==> src/design/oref_pkg.sv <==
// shared types and constants for the object record deframer
// no dependencies; used by design/object_record_deframer.sv
package oref_pkg;

  typedef enum logic [2:0] {
    PH_START = 3'd0,
    PH_SENT1 = 3'd1,
    PH_CNTLO = 3'd2,
    PH_CNTHI = 3'd3,
    PH_DATA  = 3'd4,
    PH_CKSUM = 3'd5,
    PH_PAD   = 3'd6
  } phase_t;

  localparam logic [2:0] KIND_DATA  = 3'd0;
  localparam logic [2:0] KIND_GOOD  = 3'd1;
  localparam logic [2:0] KIND_BAD   = 3'd2;
  localparam logic [2:0] KIND_SHORT = 3'd3;
  localparam logic [2:0] KIND_TERM  = 3'd4;

  localparam logic FMT_LENGTH   = 1'b0;
  localparam logic FMT_CHECKSUM = 1'b1;

  localparam logic [15:0] HEADER_BYTES = 16'd4;
  localparam logic [7:0]  SENTINEL_LO  = 8'h01;
  localparam logic [7:0]  SENTINEL_HI  = 8'h00;

endpackage

==> src/design/object_record_deframer.sv <==
// object record deframer: splits an object-file byte stream into records
// depends on design/oref_pkg.sv
//
//  channel | signals                                   | dir | notes
//  --------+-------------------------------------------+-----+---------------------------
//  cfg     | cfg_valid cfg_ready cfg_data              | in  | frame_format, clears state
//  in      | in_valid in_ready in_byte                 | in  | one byte per transaction
//  out     | out_valid out_ready data_byte kind        | out | zero or one result per byte
//          | end_of_record record_length               |     |
//
// one byte per cycle while in_ready is high: state and result register update in the cycle a byte is taken
// a result appears on out in the cycle after its byte is taken
// in_ready drops only while a result waits and out_ready is low
// rst is synchronous; it sets length-prefixed format and clears all framing state
// a cfg transaction (any value) drops the record in progress
module object_record_deframer (
  input  logic        clk,
  input  logic        rst,
  input  logic        cfg_valid,
  output logic        cfg_ready,
  input  logic        cfg_data,
  input  logic        in_valid,
  output logic        in_ready,
  input  logic [7:0]  in_byte,
  output logic        out_valid,
  input  logic        out_ready,
  output logic [7:0]  data_byte,
  output logic [2:0]  kind,
  output logic        end_of_record,
  output logic [15:0] record_length
);

  logic               frame_format;
  oref_pkg::phase_t   phase, phase_next;
  logic [7:0]         count_low_byte, count_low_byte_next;
  logic [15:0]        remaining_bytes, remaining_bytes_next;
  logic [15:0]        payload_length, payload_length_next;
  logic [7:0]         running_sum, running_sum_next;
  logic               pad_pending, pad_pending_next;

  logic               in_fire, cfg_fire;
  logic               res_emit;
  logic [7:0]         res_data;
  logic [2:0]         res_kind;
  logic               res_eor;
  logic [15:0]        res_len;
  logic [15:0]        count;
  logic [15:0]        rem_dec;
  logic [7:0]         sum_add;

  assign cfg_ready = 1'b1;
  assign cfg_fire  = cfg_valid && cfg_ready;
  assign in_ready  = !out_valid || out_ready;
  assign in_fire   = in_valid && in_ready;

  assign count   = {in_byte, count_low_byte};
  assign rem_dec = remaining_bytes - 16'd1;
  assign sum_add = running_sum + in_byte;

  always_comb begin
    phase_next           = phase;
    count_low_byte_next  = count_low_byte;
    remaining_bytes_next = remaining_bytes;
    payload_length_next  = payload_length;
    running_sum_next     = running_sum;
    pad_pending_next     = pad_pending;
    res_emit = 1'b0;
    res_data = 8'd0;
    res_kind = oref_pkg::KIND_DATA;
    res_eor  = 1'b0;
    res_len  = 16'd0;

    if (frame_format == oref_pkg::FMT_CHECKSUM) begin
      unique case (phase)
        oref_pkg::PH_START: begin
          if (in_byte == oref_pkg::SENTINEL_LO) phase_next = oref_pkg::PH_SENT1;
        end
        oref_pkg::PH_SENT1: begin
          // a repeated 01 may itself start the sentinel
          if (in_byte == oref_pkg::SENTINEL_HI) phase_next = oref_pkg::PH_CNTLO;
          else if (in_byte != oref_pkg::SENTINEL_LO) phase_next = oref_pkg::PH_START;
        end
        oref_pkg::PH_CNTLO: begin
          count_low_byte_next = in_byte;
          phase_next          = oref_pkg::PH_CNTHI;
        end
        oref_pkg::PH_CNTHI: begin
          if (count < oref_pkg::HEADER_BYTES) begin
            phase_next           = oref_pkg::PH_START;
            count_low_byte_next  = 8'd0;
            remaining_bytes_next = 16'd0;
            payload_length_next  = 16'd0;
            running_sum_next     = 8'd0;
            pad_pending_next     = 1'b0;
            res_emit = 1'b1;
            res_kind = oref_pkg::KIND_SHORT;
            res_eor  = 1'b1;
          end else begin
            payload_length_next  = count - oref_pkg::HEADER_BYTES;
            remaining_bytes_next = count - oref_pkg::HEADER_BYTES;
            // sentinel bytes sum to 1
            running_sum_next     = 8'd1 + count_low_byte + in_byte;
            phase_next = (count == oref_pkg::HEADER_BYTES) ? oref_pkg::PH_CKSUM
                                                            : oref_pkg::PH_DATA;
          end
        end
        oref_pkg::PH_DATA: begin
          running_sum_next     = sum_add;
          remaining_bytes_next = rem_dec;
          if (rem_dec == 16'd0) phase_next = oref_pkg::PH_CKSUM;
          res_emit = 1'b1;
          res_data = in_byte;
          res_len  = payload_length;
        end
        oref_pkg::PH_CKSUM: begin
          res_emit = 1'b1;
          res_kind = (sum_add == 8'd0) ? oref_pkg::KIND_GOOD : oref_pkg::KIND_BAD;
          res_eor  = 1'b1;
          res_len  = payload_length;
          phase_next           = oref_pkg::PH_START;
          count_low_byte_next  = 8'd0;
          remaining_bytes_next = 16'd0;
          payload_length_next  = 16'd0;
          running_sum_next     = 8'd0;
          pad_pending_next     = 1'b0;
        end
        default: begin
          phase_next           = oref_pkg::PH_START;
          count_low_byte_next  = 8'd0;
          remaining_bytes_next = 16'd0;
          payload_length_next  = 16'd0;
          running_sum_next     = 8'd0;
          pad_pending_next     = 1'b0;
        end
      endcase
    end else begin
      unique case (phase)
        oref_pkg::PH_START: begin
          count_low_byte_next = in_byte;
          phase_next          = oref_pkg::PH_CNTHI;
        end
        oref_pkg::PH_CNTHI: begin
          if (count == 16'd0) begin
            phase_next           = oref_pkg::PH_START;
            count_low_byte_next  = 8'd0;
            remaining_bytes_next = 16'd0;
            payload_length_next  = 16'd0;
            running_sum_next     = 8'd0;
            pad_pending_next     = 1'b0;
            res_emit = 1'b1;
            res_kind = oref_pkg::KIND_TERM;
            res_eor  = 1'b1;
          end else begin
            payload_length_next  = count;
            remaining_bytes_next = count;
            pad_pending_next     = count[0];
            phase_next           = oref_pkg::PH_DATA;
          end
        end
        oref_pkg::PH_DATA: begin
          remaining_bytes_next = rem_dec;
          res_emit = 1'b1;
          res_data = in_byte;
          res_len  = payload_length;
          if (rem_dec == 16'd0) begin
            res_eor = 1'b1;
            if (pad_pending) begin
              phase_next = oref_pkg::PH_PAD;
            end else begin
              phase_next           = oref_pkg::PH_START;
              count_low_byte_next  = 8'd0;
              payload_length_next  = 16'd0;
              running_sum_next     = 8'd0;
              pad_pending_next     = 1'b0;
            end
          end
        end
        default: begin
          // pad byte, or a phase the length-prefixed format never uses
          phase_next           = oref_pkg::PH_START;
          count_low_byte_next  = 8'd0;
          remaining_bytes_next = 16'd0;
          payload_length_next  = 16'd0;
          running_sum_next     = 8'd0;
          pad_pending_next     = 1'b0;
        end
      endcase
    end
  end

  always_ff @(posedge clk) begin
    if (rst || cfg_fire) begin
      frame_format    <= rst ? oref_pkg::FMT_LENGTH : cfg_data;
      phase           <= oref_pkg::PH_START;
      count_low_byte  <= 8'd0;
      remaining_bytes <= 16'd0;
      payload_length  <= 16'd0;
      running_sum     <= 8'd0;
      pad_pending     <= 1'b0;
    end else if (in_fire) begin
      phase           <= phase_next;
      count_low_byte  <= count_low_byte_next;
      remaining_bytes <= remaining_bytes_next;
      payload_length  <= payload_length_next;
      running_sum     <= running_sum_next;
      pad_pending     <= pad_pending_next;
    end
  end

  // result register
  always_ff @(posedge clk) begin
    if (rst) begin
      out_valid <= 1'b0;
    end else if (in_fire && !cfg_fire && res_emit) begin
      out_valid <= 1'b1;
    end else if (out_ready) begin
      out_valid <= 1'b0;
    end
  end

  always_ff @(posedge clk) begin
    if (in_fire && res_emit) begin
      data_byte     <= res_data;
      kind          <= res_kind;
      end_of_record <= res_eor;
      record_length <= res_len;
    end
  end

  a_cfg_clears: assert property (@(posedge clk) disable iff (rst)
    cfg_fire |=> phase == oref_pkg::PH_START)
    else $error("framing state not cleared after format write");

  a_status_ends_record: assert property (@(posedge clk) disable iff (rst)
    out_valid && kind != oref_pkg::KIND_DATA |-> end_of_record)
    else $error("status result without end of record");

  a_short_term_zero: assert property (@(posedge clk) disable iff (rst)
    out_valid && (kind == oref_pkg::KIND_SHORT || kind == oref_pkg::KIND_TERM)
      |-> record_length == 16'd0 && data_byte == 8'd0)
    else $error("short or terminator result carries length or data");

  a_pad_length_mode: assert property (@(posedge clk) disable iff (rst)
    phase == oref_pkg::PH_PAD || pad_pending |-> frame_format == oref_pkg::FMT_LENGTH)
    else $error("pad state in checksummed format");

  a_sentinel_phases: assert property (@(posedge clk) disable iff (rst)
    phase == oref_pkg::PH_SENT1 || phase == oref_pkg::PH_CNTLO || phase == oref_pkg::PH_CKSUM
      |-> frame_format == oref_pkg::FMT_CHECKSUM)
    else $error("checksum phase in length-prefixed format");

endmodule
==> config.mk <==
export PLATFORM = sky130hd
export DESIGN_NAME = object_record_deframer
export DESIGN_NICKNAME = d
export VERILOG_FILES = /design/src/design/oref_pkg.sv /design/src/design/object_record_deframer.sv
export SDC_FILE = /design/constraint.sdc
export NUM_CORES = 1
export LEC_CHECK = 0
export BUFFER_PORTS_ARGS = -buffer_cell sky130_fd_sc_hd__buf_2
export CAP_MARGIN = 10
export CORE_MARGIN = 5
export CORE_UTILIZATION = 55
export DETAILED_ROUTE_END_ITERATION = 7
export GPL_TIMING_DRIVEN = 0
export MAX_ROUTING_LAYER = met4
export PLACE_DENSITY = 0.72
export RECOVER_POWER = 25
export SYNTH_ARGS = -nofsm -noshare
export SYNTH_HDL_FRONTEND = slang
export SYNTH_SLANG_ARGS = --single-unit
==> constraint.sdc <==
create_clock -name clk -period 3.5 [get_ports clk]
set_input_delay 0.175 -clock clk [delete_from_list [all_inputs] [get_ports clk]]
set_output_delay 0.175 -clock clk [all_outputs]
set_load 0.02 [all_outputs]
# After elaboration in Yosys (flattened, before gate mapping)

Index checks and enable logic that the tools add are counted.

Add/subtract/negate cells: 5
Order comparisons: 1
Equal/unequal tests: 19
Mux-type cells: 60
Reduce and logical (&&, ||, !) cells: 24

Operator list:

| operator                                             | number |
|---|---|
| two-way mux 16 bit                                   | 9 |
| case mux 16 bit (3 select lines)                     | 3 |
| case mux 8 bit (3 select lines)                      | 4 |
| two-way mux 8 bit                                    | 7 |
| two-way mux 3 bit                                    | 12 |
| zero test 16 bit                                     | 2 |
| case mux 16 bit (2 select lines)                     | 1 |
| adder 8 bit                                          | 2 |
| equality test 16 x 3 -> 1 bit, second input constant | 1 |
| zero test 8 bit                                      | 2 |
| < comparator 16 x 3 -> 1 bit, second input constant  | 1 |
| subtractor 16 x 1 -> 16 bit, second input constant   | 1 |
| subtractor 16 x 3 -> 16 bit, second input constant   | 1 |
| != test 3 bit, second input constant                 | 5 |
| case mux 3 bit (5 select lines)                      | 1 |
| two-way mux 1 bit                                    | 13 |
| AND reduction 6 bit                                  | 2 |
| != test 2 bit, second input constant                 | 5 |
| case mux 1 bit (2 select lines)                      | 5 |
| AND reduction 5 bit                                  | 2 |
| case mux 3 bit (3 select lines)                      | 1 |
| adder 1 x 8 -> 8 bit, first input constant           | 1 |
| equality test 8 x 1 -> 1 bit, second input constant  | 1 |
| != test 8 x 1 -> 1 bit, second input constant        | 1 |
| other kinds (17)                                     | 26 |

Register bits after elaboration: 82
Input port bits: 14
Output and inout bits: 31
Logic and storage cells: 121

# Logic depth before layout (Yosys ltp)

Depth in word-level cells: 6
Mapped depth: 11
Depth with buffers taken out: 10

# Worst setup path after synthesis

No wires, ideal clock.

Kind: reg2reg
Start point: register count_low_byte[5]
End point: register data_byte[0] (enable)
Library setup time: 0.390 ns
Data arrival time: 2.345 ns
Data required time: 3.110 ns
Slack: 0.765 ns
Cell stages (with the launch flop): 7
Buffers on the path: 1
Period minus slack after synthesis: 2.735 ns
Cell sequence: dfxtp_1 -> nor4_1 -> and3_1 -> clkbuf_1 -> and2_1 -> and3_1 -> o31a_1

Longest elaborated chain between the ends: 5
Elaborated cells between the ends (all ways): 8
Classes of those cells: order compare (1); mux (5); reduce/logical (2)

RTL lines:

| element                                                                 | line                                                        | RTL |
|---|---|---|
| from (decl)                                                             | object_record_deframer.sv:35                                | `logic [7:0] count_low_byte, count_low_byte_next;` |
| from (signal assigned)                                                  | object_record_deframer.sv:202                               | `count_low_byte <= count_low_byte_next;` |
| < comparator 16 x 3 -> 1 bit / zero test 16 bit (equally long branches) | object_record_deframer.sv:88, object_record_deframer.sv:143 |  |
| two-way mux 1 bit (on tied branches)                                    | object_record_deframer.sv:88, object_record_deframer.sv:143 |  |
| case mux 1 bit (2 select lines) (on tied branches)                      | object_record_deframer.sv:74, object_record_deframer.sv:137 |  |
| two-way mux 1 bit *                                                     | object_record_deframer.sv:73                                | `if (frame_format == oref_pkg::FMT_CHECKSUM) begin` |
| logical AND 1 bit *                                                     | object_record_deframer.sv:222                               | `if (in_fire && res_emit) begin` |
| to (signal assigned)                                                    | object_record_deframer.sv:223                               | `data_byte <= res_data;` |
| to (decl)                                                               | object_record_deframer.sv:27                                | `output logic [7:0] data_byte,` |

Every way passes the cells marked *; elsewhere a longest branch is shown, timed or not.
A chain may end at the register's enable or synchronous reset.

# Final worst setup path

Start point: register remaining_bytes[0]
End point: register payload_length[11]

Longest elaborated chain between the ends: 4

RTL lines:

| element                       | line                          | RTL |
|---|---|---|
| from (decl)                   | object_record_deframer.sv:36  | `logic [15:0] remaining_bytes, remaining_bytes_next;` |
| from (signal assigned)        | object_record_deframer.sv:203 | `remaining_bytes <= remaining_bytes_next;` |
| subtractor 16 x 1 -> 16 bit   | object_record_deframer.sv:57  | `assign rem_dec = remaining_bytes - 16'd1;` |
| zero test 16 bit              | object_record_deframer.sv:165 | `if (rem_dec == 16'd0) begin` |
| != test 3 bit (no line)       | n/a                           |  |
| AND reduction 5 bit (no line) | n/a                           |  |
| to (signal assigned)          | object_record_deframer.sv:204 | `payload_length <= payload_length_next;` |
| to (decl)                     | object_record_deframer.sv:37  | `logic [15:0] payload_length, payload_length_next;` |

Every way passes these cells.

==> impl_metrics.env <==
export IMPL_h_tree_depth=3
export IMPL_cts_buffers=9
export IMPL_synth_area_leader_cell="dfxtp_1"
export IMPL_clockBufferDepth=2
export IMPL_viasPerCell=6.27
export IMPL_rsz0062_at_grt="false"
export IMPL_synth_area_um2=4960
export IMPL_hold_path_class="in2reg"
export IMPL_maxCapViolations=0
export IMPL_ant_nets=0
export IMPL_power_mw=2.04
export IMPL_cts_setup_buffers=0
export IMPL_grt_overflow_total=0
export IMPL_critPathMaxFanout=10
export IMPL_outcome="complete, no violations"
export IMPL_worstSetupStartpointType="register"
export IMPL_finalSetupViolations=0
export IMPL_yosysUniqueCellTypes=70
export IMPL_drive_gt1_frac=0.0757
export IMPL_slew_limit_headroom=0.468
export IMPL_drc=0
export IMPL_syn_nets=607
export IMPL_num_vias=4650
export IMPL_vdd_drop_max_mv=0.222
export IMPL_rrSetupSlack_ns=0.41
export IMPL_die_h_um=105
export IMPL_crit_buf_inv=2
export IMPL_arrival_ns=3.36
export IMPL_yosysMostFrequentCell="o21ai_0"
export IMPL_utilization=0.633
export IMPL_fmax_ghz=0.323
export IMPL_crit_type="reg2reg"
export IMPL_dr_pass1_iters=5
export IMPL_synthTopCellsByArea="dfxtp_1 21%, edfxtp_1 18%, o21ai_0 5.8%"
export IMPL_required_ns=3.77
export IMPL_hold_path_end="count_low_byte[0]"
export IMPL_ys_flop_type="dfxtp_1"
export IMPL_cts_tree="yes"
export IMPL_slew_violations=0
export IMPL_routedWlPerCell_um=18.8
export IMPL_rows=34
export IMPL_num_antenna_cells=0
export IMPL_grt_pass1_wl_um=22300
export IMPL_rr_worst_depth=9
export IMPL_crit_path_end_kind="register"
export IMPL_antenna_found_initial=0
export IMPL_place_hpwl_um=10600
export IMPL_r2r_start="remaining_bytes[0]"
export IMPL_seq_area_frac_synth=0.390
export IMPL_power_density_nw_per_um2=367
export IMPL_yosysWarningCount=0
export IMPL_cts_sinks=82
export IMPL_slowest_delay_ns=0.52
export IMPL_nets=664
export IMPL_whs_path_depth=3
export IMPL_ys_ff_latch=82
export IMPL_gp_congestion=0.970
export IMPL_p_leak_nw=2.09
export IMPL_min_period_ns=3.09
export IMPL_root_buffer="clkbuf_8"
export IMPL_clk_pin_slew_worst_paths_ns=0.09
export IMPL_syn_avg_cell_area_um2=8.67
export IMPL_hold_viol=0
export IMPL_cp_top_family="simple AND/OR/NAND/NOR gates"
export IMPL_fp_coreArea_um2=8760
export IMPL_wl_um=13900
export IMPL_ioPinCount=45
export IMPL_start_util=0.566
export IMPL_syn_to_final_growth_pct=11.9
export IMPL_pre_cts_ws_ns=0.306
export IMPL_tightestPinTransition_ns=0.793
export IMPL_synth_common_cells="57 x o21ai_0, 53 x dfxtp_1, 53 x nand2_1, 44 x nor2_1, 37 x a21oi_1"
export IMPL_hold_start="in_byte[0]"
export IMPL_synth_top_area_frac=0.214
export IMPL_path_cells="or4_1 -> buf_2 -> or4_4 -> xor2_1 -> o2111ai_2 -> nor3_2 -> clkbuf_1 -> o21ai_0 -> o211a_1"
export IMPL_clkLatencyLatePin_ns=0.37
export IMPL_async_flop_share=0
export IMPL_synth_edf_count=29
export IMPL_fin_skew_ns=0.0180
export IMPL_dieArea_um2=11000
export IMPL_dr_first_iter_drc_count=400
export IMPL_port_buffers=43
export IMPL_cpMaxStageDelayCell="or4_1"
export IMPL_period_share=0.883
export IMPL_r2r_end="payload_length[11]"
export IMPL_whs_ns=0.0843
export IMPL_grt_pass1_vias=4215
export IMPL_grt_max_degree=22
export IMPL_fin_ws_ns=0.408
export IMPL_grt_total_usage=0.257
export IMPL_die_x_um=105
export IMPL_setup_tns_ns=0
export IMPL_synth_cells=572
-- timing repair --
action / 4_1_cts / 5_1_grt
hold endpoints to repair: 1 / 0
endpoints found under the setup margin: 0 / 1
hold buffers: 1 / 0
resized for setup: 0 / 1
-- cell families after synthesis --
logic type / synth area share
and+or+nand+nor: 0.225
AOI/OAI and AO/OA: 0.245
DFF: 0.390
buffers and inverters: 0.0449
adders and majority gates: 0.0560
xor gates and xnor gates: 0.0247
muxes: 0.0141
other: 0.000756
-- flip-flops by register name, summed over array words and instances, names as in the netlist --
signal / flops
payload_length: 16
kind: 3
pad_pending: 1
count_low_byte: 8
out_valid: 1
running_sum: 8
record_length: 16
phase: 3
data_byte: 8
end_of_record: 1
remaining_bytes: 16
frame_format: 1
-- metal layers --
| layer | vias up | GRT usage | wire length (um) |
|---|---|---|---|
| li1 | 2221 | - | - |
| met1 | 2196 | 0.363 | 6340 |
| met2 | 204 | 0.377 | 6220 |
| met3 | 29 | 0.0469 | 1050 |
| met4 | 0 | 0.0712 | 330 |
| met5 | - | - | 0 |
-- how the worst max path moves through the flow --
stage / from / to / slack, ns / cells after the start
global placement: count_low_byte[5] / record_length[12] / 0.03 / 6
detailed placement: count_low_byte[5] / remaining_bytes[7] / 0.31 / 9
floorplan: count_low_byte[5] / data_byte[0] / 0.77 / 6
CTS: count_low_byte[5] / remaining_bytes[7] / 0.30 / 9
finish: remaining_bytes[0] / payload_length[11] / 0.41 / 9
global route: count_low_byte[5] / remaining_bytes[7] / 0.22 / 9
-- cells in the final DEF, fill, tap and decap left out, types with 8 or more instances in the layout --
cell        n
a21oi_1    37
and2_1     24
buf_2      13
clkbuf_1   55
clkbuf_8    9
dfxtp_1    53
edfxtp_1   29
ha_1       19
inv_1      21
nand2_1    53
nor2_1     44
nor2b_1    10
nor3_1     15
o21ai_0    57
o2bb2ai_1   9
or3_1      11
xnor2_1     8
-- final cells by class --
type | instances | area, um^2
Buffer | 30 | 140
Clock buffer | 9 | 124
Clock inverter | 7 | 105
Fill cell | 791 | 3210
Inverter | 22 | 82.6
Multi-Input combinational cell | 438 | 2810
Sequential cell | 82 | 1930
Tap cell | 108 | 135
Timing Repair Buffer | 46 | 221
-- through the flow --
stage	instance area, um^2	cells
floorplan	4960	572
global placement	5310	723
detailed placement	5350	725
CTS	5580	742
global route	5550	742
finish	5550	742
-- tightest hold or removal path, cell delays in order --
cell     delay [ns]
buf_2          0.13
nand2_1        0.05
o21ai_0        0.06
-- power by group --
part / internal [mW] / total, mW / switching (mW)
clock network: 0.415 / 0.814 / 0.399
registers: 0.994 / 1.00 / 0.00911
logic: 0.0745 / 0.219 / 0.145
(Power assumes the default switching activity.)
